===== config.mk =====
export PLATFORM = sky130hd
export DESIGN_NAME = clothoid_point_generator
export DESIGN_NICKNAME = d
export VERILOG_FILES = /design/src/design/clo_pkg.sv /design/src/design/clothoid_point_generator.sv /design/src/design/clo_div.sv /design/src/design/clo_dp.sv /design/src/design/clo_ctrl.sv
export SDC_FILE = /design/constraint.sdc
export NUM_CORES = 2
export LEC_CHECK = 0
export ABC_AREA = 1
export BUFFER_PORTS_ARGS = -buffer_cell sky130_fd_sc_hd__buf_2
export CORE_UTILIZATION = 35
export DETAILED_ROUTE_END_ITERATION = 8
export PLACE_DENSITY = 0.54
export SLEW_MARGIN = 20
export SYNTH_ARGS = -nofsm -noshare
export SYNTH_HDL_FRONTEND = slang
export SYNTH_SLANG_ARGS = --single-unit

===== constraint.sdc =====
create_clock -name i_clk -period 17.2 [get_ports i_clk]
set_input_delay 0.86 -clock i_clk [delete_from_list [all_inputs] [get_ports i_clk]]
set_output_delay 0.86 -clock i_clk [all_outputs]
set_load 0.05 [all_outputs]

===== src/design/clo_pkg.sv =====
// Shared types, constants and helper functions for the clothoid point generator.
`default_nettype none
package clo_pkg;

    localparam int ATAN_ENTRIES = 20;

    localparam logic signed [30:0] TWO_PI_Q24  = 31'sd105414357;
    localparam logic signed [30:0] PI_Q24      = 31'sd52707179;
    localparam logic signed [30:0] HALF_PI_Q24 = 31'sd26353589;
    localparam logic signed [26:0] CORDIC_GAIN_Q24 = 27'sd10188014;
    localparam logic [16:0]        ONE_Q16 = 17'd65536;
    localparam logic signed [19:0] PIX_CENTER_Q4 = 20'sd1600;
    localparam logic [4:0]         PC_RESET = 5'd10;

    typedef logic [4:0] t_op;

    localparam t_op OP_NOP       = 5'd0;
    localparam t_op OP_ACCEPT    = 5'd1;
    localparam t_op OP_DIVF_GO   = 5'd2;
    localparam t_op OP_DIVF_END  = 5'd3;
    localparam t_op OP_DIVW_GO   = 5'd4;
    localparam t_op OP_DIVW_END  = 5'd5;
    localparam t_op OP_MUL_VS    = 5'd6;
    localparam t_op OP_MUL_SS    = 5'd7;
    localparam t_op OP_MUL_ULO   = 5'd8;
    localparam t_op OP_MUL_UHI   = 5'd9;
    localparam t_op OP_ANG_ADD   = 5'd10;
    localparam t_op OP_RED_MOD   = 5'd11;
    localparam t_op OP_RED_FOLD  = 5'd12;
    localparam t_op OP_RED_HALF  = 5'd13;
    localparam t_op OP_CORDIC    = 5'd14;
    localparam t_op OP_CORD_OUT  = 5'd15;
    localparam t_op OP_INIT_COPY = 5'd16;
    localparam t_op OP_MUL_IX    = 5'd17;
    localparam t_op OP_MUL_IY    = 5'd18;
    localparam t_op OP_MUL_HX    = 5'd19;
    localparam t_op OP_MUL_HY    = 5'd20;
    localparam t_op OP_FIN_Y     = 5'd21;
    localparam t_op OP_EMIT      = 5'd22;

    typedef struct packed {
        t_op op;
    } t_cmd;

    typedef struct packed {
        logic need_div;
        logic div_busy;
        logic red_ok;
        logic cordic_last;
        logic last_point;
        logic out_free;
    } t_sts;

    // Arctangent of 2^-i in Q.24 radians.
    function automatic logic signed [30:0] atan_q24(input logic [4:0] idx);
        logic signed [30:0] a;
        unique case (idx)
            5'd0:  a = 31'sd13176795;
            5'd1:  a = 31'sd7778716;
            5'd2:  a = 31'sd4110060;
            5'd3:  a = 31'sd2086331;
            5'd4:  a = 31'sd1047214;
            5'd5:  a = 31'sd524117;
            5'd6:  a = 31'sd262123;
            5'd7:  a = 31'sd131069;
            5'd8:  a = 31'sd65536;
            5'd9:  a = 31'sd32768;
            5'd10: a = 31'sd16384;
            5'd11: a = 31'sd8192;
            5'd12: a = 31'sd4096;
            5'd13: a = 31'sd2048;
            5'd14: a = 31'sd1024;
            5'd15: a = 31'sd512;
            5'd16: a = 31'sd256;
            5'd17: a = 31'sd128;
            5'd18: a = 31'sd64;
            5'd19: a = 31'sd32;
            default: a = 31'sd0;
        endcase
        return a;
    endfunction

    function automatic logic signed [17:0] sat18(input logic signed [22:0] v);
        logic signed [17:0] r;
        if (v > 23'sd131071) begin
            r = 18'sd131071;
        end else if (v < -23'sd131072) begin
            r = -18'sd131072;
        end else begin
            r = v[17:0];
        end
        return r;
    endfunction

    // Screen coordinate: (100 - p) truncated toward zero, p in Q.4.
    function automatic logic signed [14:0] to_pixel(input logic signed [17:0] p);
        logic signed [19:0] q;
        logic signed [19:0] qa;
        logic signed [15:0] d;
        logic signed [14:0] r;
        q  = PIX_CENTER_Q4 - 20'(p);
        qa = q[19] ? q + 20'sd15 : q;
        d  = 16'(qa >>> 4);
        if (d > 16'sd16383) begin
            r = 15'sd16383;
        end else if (d < -16'sd16384) begin
            r = -15'sd16384;
        end else begin
            r = d[14:0];
        end
        return r;
    endfunction

endpackage
`default_nettype wire


===== src/design/clothoid_point_generator.sv =====
// Top level of the clothoid point generator: controller, datapath and port checks.
//
//  Channel | Dir | Handshake                 | Beat contents
//  in      | in  | i_in_valid / o_in_stall   | pose, heading, scale, rate, accel, travelled
//  out     | out | o_out_valid / i_out_stall | position, pixel, point index, last mark
//  cfg     | in  | i_cfg_wr_en               | point count, 5 bits
//
// The time a request takes grows with n, the clamped point count, and with S, the CORDIC
// iteration count, plus the angle-reduction steps of each evaluation; the single shared
// multiplier and the iterative CORDIC set it.
// The two divisions run one quotient bit per cycle.
// Reset is synchronous and active low; the point count returns to 10.
// A stalled output holds the datapath in its emit step; the next request is taken
// after the last point is placed in the output register.
`default_nettype none
module clothoid_point_generator #(
    parameter int MAX_POINTS   = 16,
    parameter int CORDIC_STEPS = 14
) (
    input  logic               i_clk,
    input  logic               i_rst_n,
    input  logic               i_in_valid,
    output logic               o_in_stall,
    input  logic signed [15:0] i_pose_x,
    input  logic signed [15:0] i_pose_y,
    input  logic signed [15:0] i_start_heading,
    input  logic [14:0]        i_scale_length,
    input  logic signed [15:0] i_heading_rate,
    input  logic signed [15:0] i_heading_accel,
    input  logic signed [15:0] i_travelled,
    output logic               o_out_valid,
    input  logic               i_out_stall,
    output logic signed [17:0] o_plot_x,
    output logic signed [17:0] o_plot_y,
    output logic signed [14:0] o_pixel_col,
    output logic signed [14:0] o_pixel_row,
    output logic [3:0]         o_point_index,
    output logic               o_last_point,
    input  logic               i_cfg_wr_en,
    input  logic [4:0]         i_cfg_wr_data
);
    import clo_pkg::*;

    t_cmd cmd;
    t_sts sts;
    logic busy;

    clo_ctrl u_ctrl (
        .i_clk      (i_clk),
        .i_rst_n    (i_rst_n),
        .i_in_valid (i_in_valid),
        .i_sts      (sts),
        .o_cmd      (cmd),
        .o_busy     (busy)
    );

    clo_dp #(
        .MAX_POINTS   (MAX_POINTS),
        .CORDIC_STEPS (CORDIC_STEPS)
    ) u_dp (
        .i_clk           (i_clk),
        .i_rst_n         (i_rst_n),
        .i_cmd           (cmd),
        .o_sts           (sts),
        .i_cfg_wr_en     (i_cfg_wr_en),
        .i_cfg_wr_data   (i_cfg_wr_data),
        .i_pose_x        (i_pose_x),
        .i_pose_y        (i_pose_y),
        .i_start_heading (i_start_heading),
        .i_scale_length  (i_scale_length),
        .i_heading_rate  (i_heading_rate),
        .i_heading_accel (i_heading_accel),
        .i_travelled     (i_travelled),
        .o_out_valid     (o_out_valid),
        .i_out_stall     (i_out_stall),
        .o_plot_x        (o_plot_x),
        .o_plot_y        (o_plot_y),
        .o_pixel_col     (o_pixel_col),
        .o_pixel_row     (o_pixel_row),
        .o_point_index   (o_point_index),
        .o_last_point    (o_last_point)
    );

    assign o_in_stall = busy;

    // An accepted request keeps the input side stalled on the next cycle.
    a_accept_busy: assert property (@(posedge i_clk) disable iff (!i_rst_n)
        (i_in_valid && !o_in_stall) |=> o_in_stall)
        else $error("input not stalled after a request was taken");

    // A point that is not the last one leaves the request still in progress.
    a_mid_busy: assert property (@(posedge i_clk) disable iff (!i_rst_n)
        (o_out_valid && !i_out_stall && !o_last_point) |=> o_in_stall)
        else $error("request ended before its last point");

    // Nothing follows the last point of a request on the next cycle.
    a_last_empty: assert property (@(posedge i_clk) disable iff (!i_rst_n)
        (o_out_valid && !i_out_stall && o_last_point) |=> !o_out_valid)
        else $error("output beat right after a last point");
endmodule
`default_nettype wire


===== src/design/clo_div.sv =====
// Bit-serial restoring divider, one quotient bit per cycle.
`default_nettype none
module clo_div (
    input  logic        i_clk,
    input  logic        i_rst_n,
    input  logic        i_start,
    input  logic [31:0] i_dividend,
    input  logic [15:0] i_divisor,
    output logic        o_busy,
    output logic [31:0] o_quotient
);
    logic        r_busy;
    logic [4:0]  r_cnt;
    logic [31:0] r_quo;
    logic [15:0] r_rem;
    logic [15:0] r_dsr;
    logic [16:0] rem_sh;
    logic [16:0] diff;
    logic        ge;

    assign rem_sh = {r_rem, r_quo[31]};
    assign ge     = rem_sh >= {1'b0, r_dsr};
    assign diff   = rem_sh - {1'b0, r_dsr};

    always_ff @(posedge i_clk) begin
        if (!i_rst_n) begin
            r_busy <= 1'b0;
            r_cnt  <= 5'd0;
        end else if (i_start) begin
            r_busy <= 1'b1;
            r_cnt  <= 5'd0;
        end else if (r_busy) begin
            r_cnt <= r_cnt + 5'd1;
            if (r_cnt == 5'd31) begin
                r_busy <= 1'b0;
            end
        end
    end

    always_ff @(posedge i_clk) begin
        if (i_start) begin
            r_quo <= i_dividend;
            r_rem <= 16'd0;
            r_dsr <= i_divisor;
        end else if (r_busy) begin
            // The remainder stays below the divisor, so its top bit drops.
            r_rem <= ge ? diff[15:0] : rem_sh[15:0];
            r_quo <= {r_quo[30:0], ge};
        end
    end

    assign o_busy     = r_busy;
    assign o_quotient = r_quo;
endmodule
`default_nettype wire


===== src/design/clo_dp.sv =====
// Datapath: operand registers, shared multiplier, angle reduction, CORDIC and output register.
`default_nettype none
module clo_dp #(
    parameter int MAX_POINTS   = 16,
    parameter int CORDIC_STEPS = 14
) (
    input  logic                i_clk,
    input  logic                i_rst_n,
    input  clo_pkg::t_cmd       i_cmd,
    output clo_pkg::t_sts       o_sts,
    input  logic                i_cfg_wr_en,
    input  logic [4:0]          i_cfg_wr_data,
    input  logic signed [15:0]  i_pose_x,
    input  logic signed [15:0]  i_pose_y,
    input  logic signed [15:0]  i_start_heading,
    input  logic [14:0]         i_scale_length,
    input  logic signed [15:0]  i_heading_rate,
    input  logic signed [15:0]  i_heading_accel,
    input  logic signed [15:0]  i_travelled,
    output logic                o_out_valid,
    input  logic                i_out_stall,
    output logic signed [17:0]  o_plot_x,
    output logic signed [17:0]  o_plot_y,
    output logic signed [14:0]  o_pixel_col,
    output logic signed [14:0]  o_pixel_row,
    output logic [3:0]          o_point_index,
    output logic                o_last_point
);
    import clo_pkg::*;

    localparam int NW = $clog2(MAX_POINTS + 1);
    localparam int KW = $clog2(MAX_POINTS);
    localparam int CS = (CORDIC_STEPS < ATAN_ENTRIES) ? CORDIC_STEPS : ATAN_ENTRIES;
    localparam logic [4:0] CS_LAST = 5'(CS - 1);

    logic [4:0]          r_pc;
    logic                r_out_valid;

    logic signed [15:0]  r_x0, r_y0, r_ph0, r_v, r_u, r_t;
    logic [14:0]         r_h;
    logic [NW-1:0]       r_n;
    logic [KW-1:0]       r_k;
    logic                r_need_div;
    logic [16:0]         r_frac, r_w, r_s, r_sa;
    logic [32:0]         r_ss;
    logic signed [45:0]  r_prod, r_plo;
    logic signed [30:0]  r_ang;
    logic signed [26:0]  r_x, r_y;
    logic [4:0]          r_it;
    logic                r_flip;
    logic signed [26:0]  r_c0, r_s0, r_c1, r_s1;
    logic signed [27:0]  r_ix, r_iy;
    logic signed [17:0]  r_px, r_py;

    logic [NW-1:0]       n_clamp;
    logic signed [27:0]  mul_a;
    logic signed [17:0]  mul_b;
    logic signed [45:0]  mul_p;
    logic signed [50:0]  uss;
    logic signed [26:0]  x_sh, y_sh;
    logic signed [30:0]  atan_v;
    logic signed [15:0]  h_s;
    logic                div_start;
    logic [31:0]         div_dividend;
    logic [15:0]         div_divisor;
    logic                div_busy;
    logic [31:0]         div_q;
    logic [31:0]         k_ext;

    always_comb begin
        if (r_pc == 5'd0) begin
            n_clamp = NW'(1);
        end else if (32'(r_pc) > MAX_POINTS) begin
            n_clamp = NW'(MAX_POINTS);
        end else begin
            n_clamp = NW'(r_pc);
        end
    end

    assign h_s = $signed({1'b0, i_scale_length});

    // Divider operands: travelled fraction first, then the step width.
    assign div_start    = (i_cmd.op == OP_DIVF_GO) || (i_cmd.op == OP_DIVW_GO);
    assign div_dividend = (i_cmd.op == OP_DIVF_GO) ? {1'b0, r_t[14:0], 16'd0}
                                                   : 32'(ONE_Q16 - r_frac);
    assign div_divisor  = (i_cmd.op == OP_DIVF_GO) ? {1'b0, r_h} : 16'(r_n);

    clo_div u_div (
        .i_clk      (i_clk),
        .i_rst_n    (i_rst_n),
        .i_start    (div_start),
        .i_dividend (div_dividend),
        .i_divisor  (div_divisor),
        .o_busy     (div_busy),
        .o_quotient (div_q)
    );

    always_comb begin
        unique case (i_cmd.op)
            OP_MUL_VS: begin
                mul_a = 28'(r_v);
                mul_b = $signed({1'b0, r_sa});
            end
            OP_MUL_SS: begin
                mul_a = $signed({11'd0, r_sa});
                mul_b = $signed({1'b0, r_sa});
            end
            OP_MUL_ULO: begin
                mul_a = 28'(r_u);
                mul_b = $signed({2'b00, r_prod[15:0]});
            end
            OP_MUL_UHI: begin
                mul_a = 28'(r_u);
                mul_b = $signed({1'b0, r_ss[32:16]});
            end
            OP_MUL_IX: begin
                mul_a = 28'(r_c0) + 28'(r_c1);
                mul_b = $signed({1'b0, r_w});
            end
            OP_MUL_IY: begin
                mul_a = 28'(r_s0) + 28'(r_s1);
                mul_b = $signed({1'b0, r_w});
            end
            OP_MUL_HX: begin
                mul_a = r_ix;
                mul_b = $signed({3'b000, r_h});
            end
            OP_MUL_HY: begin
                mul_a = r_iy;
                mul_b = $signed({3'b000, r_h});
            end
            default: begin
                mul_a = 28'sd0;
                mul_b = 18'sd0;
            end
        endcase
    end

    assign mul_p  = mul_a * mul_b;
    assign uss    = (51'(r_prod) <<< 16) + 51'(r_plo);
    assign x_sh   = r_x >>> r_it;
    assign y_sh   = r_y >>> r_it;
    assign atan_v = atan_q24(r_it);
    assign k_ext  = 32'(r_k);

    always_ff @(posedge i_clk) begin
        if (!i_rst_n) begin
            r_pc        <= PC_RESET;
            r_out_valid <= 1'b0;
        end else begin
            if (i_cfg_wr_en) begin
                r_pc <= i_cfg_wr_data;
            end
            if (i_cmd.op == OP_EMIT) begin
                r_out_valid <= 1'b1;
            end else if (!i_out_stall) begin
                r_out_valid <= 1'b0;
            end
        end
    end

    always_ff @(posedge i_clk) begin
        r_prod <= mul_p;
        unique case (i_cmd.op)
            OP_ACCEPT: begin
                r_x0  <= i_pose_x;
                r_y0  <= i_pose_y;
                r_ph0 <= i_start_heading;
                r_h   <= i_scale_length;
                r_v   <= i_heading_rate;
                r_u   <= i_heading_accel;
                r_t   <= i_travelled;
                r_n   <= n_clamp;
                r_k   <= '0;
                r_s   <= 17'd0;
                r_sa  <= 17'd0;
                r_ix  <= 28'sd0;
                r_iy  <= 28'sd0;
                r_need_div <= (i_travelled > 16'sd0) && (i_travelled < h_s);
                r_frac <= (i_travelled > 16'sd0) ? ONE_Q16 : 17'd0;
            end
            OP_DIVF_END: r_frac <= div_q[16:0];
            OP_DIVW_END: r_w <= div_q[16:0];
            OP_MUL_SS: r_ang <= (31'(r_ph0) <<< 12) + 31'(r_prod >>> 4);
            OP_MUL_ULO: r_ss <= r_prod[32:0];
            OP_MUL_UHI: r_plo <= r_prod;
            OP_ANG_ADD: r_ang <= r_ang + 31'(uss >>> 20);
            OP_RED_MOD: begin
                if (r_ang[30]) begin
                    r_ang <= r_ang + TWO_PI_Q24;
                end else if (r_ang >= TWO_PI_Q24) begin
                    r_ang <= r_ang - TWO_PI_Q24;
                end
            end
            OP_RED_FOLD: begin
                if (r_ang > PI_Q24) begin
                    r_ang <= r_ang - TWO_PI_Q24;
                end
            end
            OP_RED_HALF: begin
                if (r_ang > HALF_PI_Q24) begin
                    r_ang  <= r_ang - PI_Q24;
                    r_flip <= 1'b1;
                end else if (r_ang < -HALF_PI_Q24) begin
                    r_ang  <= r_ang + PI_Q24;
                    r_flip <= 1'b1;
                end else begin
                    r_flip <= 1'b0;
                end
                r_x  <= CORDIC_GAIN_Q24;
                r_y  <= 27'sd0;
                r_it <= 5'd0;
            end
            OP_CORDIC: begin
                if (!r_ang[30]) begin
                    r_x   <= r_x - y_sh;
                    r_y   <= r_y + x_sh;
                    r_ang <= r_ang - atan_v;
                end else begin
                    r_x   <= r_x + y_sh;
                    r_y   <= r_y - x_sh;
                    r_ang <= r_ang + atan_v;
                end
                r_it <= r_it + 5'd1;
            end
            OP_CORD_OUT: begin
                r_c1 <= r_flip ? -r_x : r_x;
                r_s1 <= r_flip ? -r_y : r_y;
            end
            OP_INIT_COPY: begin
                r_c0 <= r_c1;
                r_s0 <= r_s1;
                r_sa <= r_s + r_w;
            end
            OP_MUL_IY: r_ix <= r_ix + 28'(r_prod >>> 17);
            OP_MUL_HX: begin
                r_iy <= r_iy + 28'(r_prod >>> 17);
                r_s  <= r_s + r_w;
                r_c0 <= r_c1;
                r_s0 <= r_s1;
            end
            OP_MUL_HY: r_px <= sat18(23'((r_prod + 46'sd8388608) >>> 24) + 23'(r_x0));
            OP_FIN_Y:  r_py <= sat18(23'((r_prod + 46'sd8388608) >>> 24) + 23'(r_y0));
            OP_EMIT: begin
                o_plot_x      <= r_px;
                o_plot_y      <= r_py;
                o_pixel_col   <= to_pixel(r_py);
                o_pixel_row   <= to_pixel(r_px);
                o_point_index <= k_ext[3:0];
                o_last_point  <= (k_ext == 32'(r_n) - 32'd1);
                r_k           <= r_k + KW'(1);
                r_sa          <= r_s + r_w;
            end
            default: begin
            end
        endcase
    end

    assign o_out_valid = r_out_valid;

    assign o_sts.need_div    = r_need_div;
    assign o_sts.div_busy    = div_busy;
    assign o_sts.red_ok      = !r_ang[30] && (r_ang < TWO_PI_Q24);
    assign o_sts.cordic_last = (r_it == CS_LAST);
    assign o_sts.last_point  = (k_ext == 32'(r_n) - 32'd1);
    assign o_sts.out_free    = !r_out_valid || !i_out_stall;
endmodule
`default_nettype wire


===== src/design/clo_ctrl.sv =====
// Controller state machine that sequences the datapath through one request.
`default_nettype none
module clo_ctrl (
    input  logic           i_clk,
    input  logic           i_rst_n,
    input  logic           i_in_valid,
    input  clo_pkg::t_sts  i_sts,
    output clo_pkg::t_cmd  o_cmd,
    output logic           o_busy
);
    import clo_pkg::*;

    localparam logic [4:0] S_IDLE      = 5'd0;
    localparam logic [4:0] S_CHECK     = 5'd1;
    localparam logic [4:0] S_DIVF_GO   = 5'd2;
    localparam logic [4:0] S_DIVF_WAIT = 5'd3;
    localparam logic [4:0] S_DIVW_GO   = 5'd4;
    localparam logic [4:0] S_DIVW_WAIT = 5'd5;
    localparam logic [4:0] S_MUL_VS    = 5'd6;
    localparam logic [4:0] S_MUL_SS    = 5'd7;
    localparam logic [4:0] S_MUL_ULO   = 5'd8;
    localparam logic [4:0] S_MUL_UHI   = 5'd9;
    localparam logic [4:0] S_ANG_ADD   = 5'd10;
    localparam logic [4:0] S_RED_MOD   = 5'd11;
    localparam logic [4:0] S_RED_FOLD  = 5'd12;
    localparam logic [4:0] S_RED_HALF  = 5'd13;
    localparam logic [4:0] S_CORDIC    = 5'd14;
    localparam logic [4:0] S_CORD_OUT  = 5'd15;
    localparam logic [4:0] S_INIT_COPY = 5'd16;
    localparam logic [4:0] S_MUL_IX    = 5'd17;
    localparam logic [4:0] S_MUL_IY    = 5'd18;
    localparam logic [4:0] S_MUL_HX    = 5'd19;
    localparam logic [4:0] S_MUL_HY    = 5'd20;
    localparam logic [4:0] S_FIN_Y     = 5'd21;
    localparam logic [4:0] S_EMIT      = 5'd22;

    logic [4:0] r_state, n_state;
    logic       r_first, n_first;

    always_ff @(posedge i_clk) begin
        if (!i_rst_n) begin
            r_state <= S_IDLE;
            r_first <= 1'b0;
        end else begin
            r_state <= n_state;
            r_first <= n_first;
        end
    end

    always_comb begin
        n_state  = r_state;
        n_first  = r_first;
        o_cmd.op = OP_NOP;
        unique case (r_state)
            S_IDLE: begin
                if (i_in_valid) begin
                    o_cmd.op = OP_ACCEPT;
                    n_state  = S_CHECK;
                end
            end
            S_CHECK: n_state = i_sts.need_div ? S_DIVF_GO : S_DIVW_GO;
            S_DIVF_GO: begin
                o_cmd.op = OP_DIVF_GO;
                n_state  = S_DIVF_WAIT;
            end
            S_DIVF_WAIT: begin
                if (!i_sts.div_busy) begin
                    o_cmd.op = OP_DIVF_END;
                    n_state  = S_DIVW_GO;
                end
            end
            S_DIVW_GO: begin
                o_cmd.op = OP_DIVW_GO;
                n_state  = S_DIVW_WAIT;
            end
            S_DIVW_WAIT: begin
                if (!i_sts.div_busy) begin
                    o_cmd.op = OP_DIVW_END;
                    n_first  = 1'b1;
                    n_state  = S_MUL_VS;
                end
            end
            S_MUL_VS: begin
                o_cmd.op = OP_MUL_VS;
                n_state  = S_MUL_SS;
            end
            S_MUL_SS: begin
                o_cmd.op = OP_MUL_SS;
                n_state  = S_MUL_ULO;
            end
            S_MUL_ULO: begin
                o_cmd.op = OP_MUL_ULO;
                n_state  = S_MUL_UHI;
            end
            S_MUL_UHI: begin
                o_cmd.op = OP_MUL_UHI;
                n_state  = S_ANG_ADD;
            end
            S_ANG_ADD: begin
                o_cmd.op = OP_ANG_ADD;
                n_state  = S_RED_MOD;
            end
            S_RED_MOD: begin
                // One turn is added or removed per cycle until the angle lies in [0, 2pi).
                o_cmd.op = OP_RED_MOD;
                if (i_sts.red_ok) begin
                    n_state = S_RED_FOLD;
                end
            end
            S_RED_FOLD: begin
                o_cmd.op = OP_RED_FOLD;
                n_state  = S_RED_HALF;
            end
            S_RED_HALF: begin
                o_cmd.op = OP_RED_HALF;
                n_state  = S_CORDIC;
            end
            S_CORDIC: begin
                o_cmd.op = OP_CORDIC;
                if (i_sts.cordic_last) begin
                    n_state = S_CORD_OUT;
                end
            end
            S_CORD_OUT: begin
                o_cmd.op = OP_CORD_OUT;
                n_state  = r_first ? S_INIT_COPY : S_MUL_IX;
            end
            S_INIT_COPY: begin
                o_cmd.op = OP_INIT_COPY;
                n_first  = 1'b0;
                n_state  = S_MUL_VS;
            end
            S_MUL_IX: begin
                o_cmd.op = OP_MUL_IX;
                n_state  = S_MUL_IY;
            end
            S_MUL_IY: begin
                o_cmd.op = OP_MUL_IY;
                n_state  = S_MUL_HX;
            end
            S_MUL_HX: begin
                o_cmd.op = OP_MUL_HX;
                n_state  = S_MUL_HY;
            end
            S_MUL_HY: begin
                o_cmd.op = OP_MUL_HY;
                n_state  = S_FIN_Y;
            end
            S_FIN_Y: begin
                o_cmd.op = OP_FIN_Y;
                n_state  = S_EMIT;
            end
            S_EMIT: begin
                if (i_sts.out_free) begin
                    o_cmd.op = OP_EMIT;
                    n_state  = i_sts.last_point ? S_IDLE : S_MUL_VS;
                end
            end
            default: n_state = S_IDLE;
        endcase
    end

    assign o_busy = (r_state != S_IDLE);
endmodule
`default_nettype wire

### Word-level counts from Yosys, hierarchy flattened

Memory sizes are Yosys's and may differ from the RTL's. A register that Yosys moved wholly into a read port is not among the register bits.
Index checks and enable logic that the tools add are counted.
W data, S select, Z words.

| word-level totals | value |
|---|---|
| register bits after elaboration | 757 |
| memory bits (read-only) | 768 |
| output and inout port bits | 73 |
| word-level logic and storage cells | 250 |
| memories kept | 1 |

| cells by class | value |
|---|---|
| add/sub/neg operators | 33 |
| $mul | 1 |
| $lt $le $gt $ge | 17 |
| equal/unequal tests | 57 |
| shifts and indexed selects | 2 |
| multiplexer cells | 59 |
| bitwise logic cells | 1 |
| reductions and logical operators | 31 |

Memories:

| memory | words | width | read ports | clocked after Yosys merged registers in | write ports | RTL line | text |
|---|---|---|---|---|---|---|---|
| (no name shown) | 32 | 24 | 1 | 1 | 0 | clo_pkg.sv:57 | `unique case (idx)` |

Operators with widths:

| operator | number |
|---|---|
| $pmux W28 S7 | 1 |
| $mux W31 | 6 |
| $pmux W31 S6 | 1 |
| $pmux W5 S23 | 1 |
| $pmux W28 S2 | 2 |
| $pmux W5 S22 | 1 |
| $mux W27 | 4 |
| $pmux W27 S2 | 2 |
| $pmux W17 S2 | 3 |
| $mux W32 | 3 |
| $eq A5 B4 Y1 const B | 17 |
| $pmux W17 S5 | 1 |
| $eq A5 B5 Y1 const B | 15 |
| $add A31 B31 Y31 | 2 |
| $add A27 B27 Y28 | 2 |
| $add A28 B28 Y28 | 2 |
| $add A27 B27 Y27 | 2 |
| $neg A27 Y27 | 2 |
| $sshr A27 B5 Y27 | 2 |
| $sub A27 B27 Y27 | 2 |
| $add A51 B46 Y51 | 1 |
| $mux W5 | 10 |
| $add A22 B16 Y23 | 2 |
| $add A46 B25 Y46 const B | 1 |
| 59 further kinds | 116 |

### Longest topological paths before layout

| depth | value |
|---|---|
| depth after elaboration | 8 |
| gate-level depth with buffers | 43 |
| mapped depth without buffers | 42 |

### Hierarchy

From an unflattened synthesis, not the netlist that was laid out.

| unflattened totals | value |
|---|---|
| cells, all modules | 9942 |
| area, all modules | 74776.7 um^2 |

Modules (own cells, without submodules):

| module | instances | cells an instance | area an instance (um^2) | sequential area each (um^2) |
|---|---|---|---|---|
| clo_dp | 1 | 9283 | 70044.7 | 19448.7 |
| clo_div | 1 | 512 | 3963.8 | 1881.8 |
| clo_ctrl | 1 | 147 | 768.2 | 120.1 |

### Worst setup path before layout

No wires, ideal clock.

| timing | value |
|---|---|
| path kind | register -> register |
| start point | register u_ctrl.r_state[4] |
| end point | register u_dp.r_iy[0] (enable) |
| setup time | 0.404 ns |
| arrival | 8.037 ns |
| required time | 16.796 ns |
| slack | 8.759 ns |
| cell stages (with the launch flop) | 7 |
| path buffers | 1 |
| path through | dfxtp_1 > buf_4 > inv_4 > nand3_1 > nor2_1 > inv_1 > nand2_1 |

| between the ends | value |
|---|---|
| longest elaborated chain between the ends | 4 |

Ends and longest elaborated chain:

| element | RTL line | text |
|---|---|---|
| from (decl) | clo_ctrl.sv:37 | `logic [4:0] r_state, n_state;` |
| from (signal assigned) | clo_ctrl.sv:45 | `r_state <= n_state;` |
| $eq A5 B5 Y1 (tied with other cells) | clo_ctrl.sv:54 | `unique case (r_state)` |
| $pmux W5 S22 (*) | clo_ctrl.sv:54 |  |
| $eq A5 B1 Y1 or $eq A5 B5 Y1 (tied branches) | clo_dp.sv:164 | `unique case (i_cmd.op)` |
| $reduce_bool A2 Y1 (no source line) (*) | -- |  |
| to (signal assigned) | clo_dp.sv:237 | `r_iy <= r_iy + 28'(r_prod >>> 17);` |
| to (decl) | clo_dp.sv:52 | `logic signed [27:0] r_ix, r_iy;` |

Mark *: on every way between the ends. The rest lies on a longest branch, timed or not.
A chain may end at the register's enable or synchronous reset.

### Worst setup path after layout

| timing | value |
|---|---|
| start point | register u_ctrl.r_state[1] |
| end point | register u_dp.r_prod[43] |

| between the ends | value |
|---|---|
| longest elaborated chain between the ends | 6 |

Ends and longest elaborated chain:

| element | RTL line | text |
|---|---|---|
| $eq A5 B5 Y1 (tied with other cells) | clo_ctrl.sv:54 |  |
| $pmux W5 S22 (*) | clo_ctrl.sv:54 |  |
| $eq A5 B4 Y1 (tied with other cells) | clo_dp.sv:99 | `unique case (i_cmd.op)` |
| $reduce_or A2 Y1 (no source line) | -- |  |
| $pmux W28 S7 or $pmux W17 S5 (tied branches) | clo_dp.sv:99 |  |
| $mul A28 B18 Y46 (*) | clo_dp.sv:139 | `assign mul_p = mul_a * mul_b;` |
| via u_dp.mul_p[43] | clo_dp.sv:58 | `logic signed [45:0] mul_p;` |
| to (signal assigned) | clo_dp.sv:163 | `r_prod <= mul_p;` |
| to (decl) | clo_dp.sv:46 | `logic signed [45:0] r_prod, r_plo;` |

Mark *: on every way through the listed nets, which the timed path passes. The rest lies on a longest branch.

==> impl_metrics.tcl <==
set metrics [dict create \
    hold_viol 0 \
    max_stage_delay_ns 0.79 \
    post_cts_buffers 0 \
    leakage_nw 37.0 \
    wl_per_cell_microns 20.9 \
    finalClockSkew_ns 0.0337 \
    die_w_microns 458 \
    place_congestion 0.976 \
    clock_sinks 748 \
    max_freq_mhz 103 \
    drive_gt1_share_pct 7.19 \
    vias_per_cell 5.24 \
    cp.required_ns 17.87 \
    syn-num-nets 10449 \
    drc 0 \
    stdcell_area_sq_mm 0.0800 \
    grt_use_total_pct 24.4 \
    pre_cts_ws_ns 7.57 \
    synthTopCellsByArea "edfxtp_1 (27%), fa_1 (13%), nand2_1 (11%), ha_1 (8.0%), inv_1 (7.4%)" \
    root_buffer "clkbuf_16" \
    clk_pin_slew_worst_paths_ns 0.06 \
    grt_pass1_wl_microns 392000 \
    clk_latency_ns 0.75 \
    ios 194 \
    rsz0062_at_grt "false" \
    hold_depth 1 \
    p_per_area_mw_per_mm2 60.1 \
    worst-r2r-cell-count 34 \
    dpl_cell_area_sq_mm 0.0771 \
    crit_type "register to register" \
    synthAdderAreaFrac_pct 21.0 \
    avgSynthCellArea_sq_um 7.77 \
    synth_mux_area_share_pct 0.0549 \
    arrival_ns 10.37 \
    initial_core_util_pct 35.2 \
    dp_hpwl_microns 208000 \
    ir_worst_vdd_v 0.0000727 \
    period_share_pct 56.4 \
    clock_tree.buffer_depth 3 \
    die_height_microns 458 \
    synth-compound-area-share_pct 11.4 \
    hold_path_end "u_dp.r_y0[13]$_DFFE_PP_" \
    cp_common_cell "nand2_1" \
    r2r_end "u_dp.r_prod[43]$_DFF_P_" \
    regToRegSetupSlack_ns 7.50 \
    synth_cells 9387 \
    hp-start "i_pose_y[13]" \
    total_power_w 0.00481 \
    yosys_warnings 0 \
    rows 167 \
    globalRouteOverflowTotal 0 \
    synth_edf_count 644 \
    setup_tns_ns 0 \
    crit_path_top_delay_cell "clkinv_1" \
    cts_resized 0 \
    ys.flop_type "edfxtp_1" \
    cts_buffers 91 \
    cts-htree-levels 3 \
    hold_path.class "input port to register" \
    final_nets 10591 \
    status "completed" \
    port_buffers 193 \
    layout_setup_ws_ns 7.50 \
    core_sq_mm 0.207 \
    ys_seq_area_share_pct 29.4 \
    grt_max_degree 73 \
    tightestPinTransition_ns 1.19 \
    syn_to_final_growth_pct 9.73 \
    cap_violations 0 \
    synth-seq-cells 748 \
    hold_buffers 0 \
    cp_max_fo 40 \
    worst_setup_path_end_kind "register" \
    yosysTopAreaCell "edfxtp_1" \
    yosysUniqueCellTypes 82 \
    first_iter_violations 5391 \
    die_area_sq_mm 0.210 \
    drt-total-wl_microns 259000 \
    synth_top_family_by_area "simple AND/OR/NAND/NOR gates" \
    yosys.area_share.simple_pct 24.1 \
    cts_tree "yes" \
    async_flop_share_pct 0 \
    timing.rr.start "u_ctrl.r_state[1]$_SDFFE_PN0P_" \
    drt_pass1_iterations 6 \
    vias 64893 \
    slew_violations 0 \
    synth_top_area_share_pct 26.5 \
    min_period_ns 9.70 \
    grt_pass1_vias 63285 \
    start_kind "register" \
    ant_nets 0 \
    finalSetupViolCount 0 \
    synth_xor_area_share_pct 4.76 \
    slew-limit-headroom_pct 20.7 \
    antenna_found_initial 15 \
    netlist_area_sq_mm 0.0729 \
]
## worst max path at each step
stage,end,from,cells after the start,slack [ns]
2_1_floorplan,u_dp.r_iy[0]$_SDFFCE_PP0P_,u_ctrl.r_state[4]$_SDFFE_PN0P_,6,8.76
3_3_place_gp,u_dp.r_prod[43]$_DFF_P_,u_ctrl.r_state[1]$_SDFFE_PN0P_,34,7.69
3_5_place_dp,u_dp.r_prod[43]$_DFF_P_,u_ctrl.r_state[1]$_SDFFE_PN0P_,34,7.57
4_1_cts,u_dp.r_prod[43]$_DFF_P_,u_ctrl.r_state[1]$_SDFFE_PN0P_,34,7.48
5_1_grt,u_dp.r_prod[43]$_DFF_P_,u_ctrl.r_state[1]$_SDFFE_PN0P_,34,6.87
6_report,u_dp.r_prod[43]$_DFF_P_,u_ctrl.r_state[1]$_SDFFE_PN0P_,34,7.50
## cells by family after synthesis
family                     Yosys count
and+or+nand+nor                   4100
buffers and inverters             1735
AOI/OAI and AO/OA                 1464
adders and majority gates          941
DFF                                748
xor gates and xnor gates           395
muxes                                4
## sequential cells by signal, indices dropped and copies added (netlist names), 24 cells and up
register	cells
u_dp.r_c1	27
u_dp.r_s1	27
u_dp.r_s0	27
u_dp.r_prod	46
u_dp.r_x	27
u_dp.r_ang	31
u_dp.r_plo	30
u_dp.r_y	27
u_dp.atan_v	24
u_dp.r_ix	28
u_dp.r_c0	27
u_dp.r_iy	28
u_dp.u_div.o_quotient	32
## synthesized netlist by cell type, types with 104 or more instances
| cell | number |
|---|---|
| nand2_1 | 2131 |
| inv_1 | 1433 |
| nor2_1 | 828 |
| nand3_1 | 664 |
| edfxtp_1 | 644 |
| a21oi_1 | 597 |
| fa_1 | 473 |
| o21ai_0 | 470 |
| ha_1 | 468 |
| xor2_1 | 272 |
| xnor2_1 | 122 |
| nand4_1 | 110 |
| nor3_1 | 107 |
| buf_2 | 105 |
| dfxtp_1 | 104 |
## report_power, final
group | internal (W) | total (W) | switching [W]
sequential | 0.00213 | 0.00224 | 0.000103
combinational | 0.000193 | 0.000618 | 0.000425
clock | 0.00108 | 0.00195 | 0.000876
## worst max-delay path, delay by kind of cell (launching register included)
| kind | cells | cell delay (ns) |
|---|---|---|
| DFF | 1 | 0.33 |
| AOI/OAI and AO/OA | 4 | 1.08 |
| adders and majority gates | 7 | 3.43 |
| buffers and inverters | 7 | 2.23 |
| xor gates and xnor gates | 1 | 0.13 |
| and+or+nand+nor | 15 | 2.41 |
## per-layer routing
| metal | GRT usage, % | part of all wire [%] | wire (microns) | vias to the layer above |
|---|---|---|---|---|
| met1 | 33.0 | 44 | 115000 | 31202 |
| met3 | 3.35 | 6.4 | 16500 | 451 |
| met2 | 39.1 | 45 | 117000 | 2135 |
| met5 | 0 | 0.063 | 164 | - |
| li1 | - | - | - | 31083 |
| met4 | 9.89 | 4.3 | 11300 | 22 |
## layout by cell type (no fill, tap or decap), drive strengths merged, types with 52 or more instances in the layout
master  netlist  final
ha          468    468
inv        1474   1488
or2          82     82
clkinv       14     52
edfxtp      644    644
fa          473    473
xor2        272    272
o21ai       514    514
nand3       682    682
buf         150    296
nand2      2163   2163
a21oi       598    598
dfxtp       104    104
nor2        851    851
nand4       110    110
xnor2       123    123
nor3        117    117
clkbuf       97    108
## layout make-up
cell class                      instances  area [sq um]
Sequential cell                       748         21400
Timing Repair Buffer                  296          1740
Multi-Input combinational cell       6904         44800
Fill cell                           21494        127000
Antenna cell                            2          5.00
Clock inverter                         60           551
Clock buffer                          108          2370
Tap cell                             2788          3490
Inverter                             1488          5590
## per-stage QoR
step,hold slack [ns],std cells,util [%]
final,0.284,12394,38.6
after floorplan,0.426,9387,-
after global placement,0.432,12224,37.2
after global routing,0.254,12393,38.6
after CTS,0.215,12392,38.6
after detailed placement,0.435,12224,37.2
Note: power is estimated with default switching activity, not from simulation.
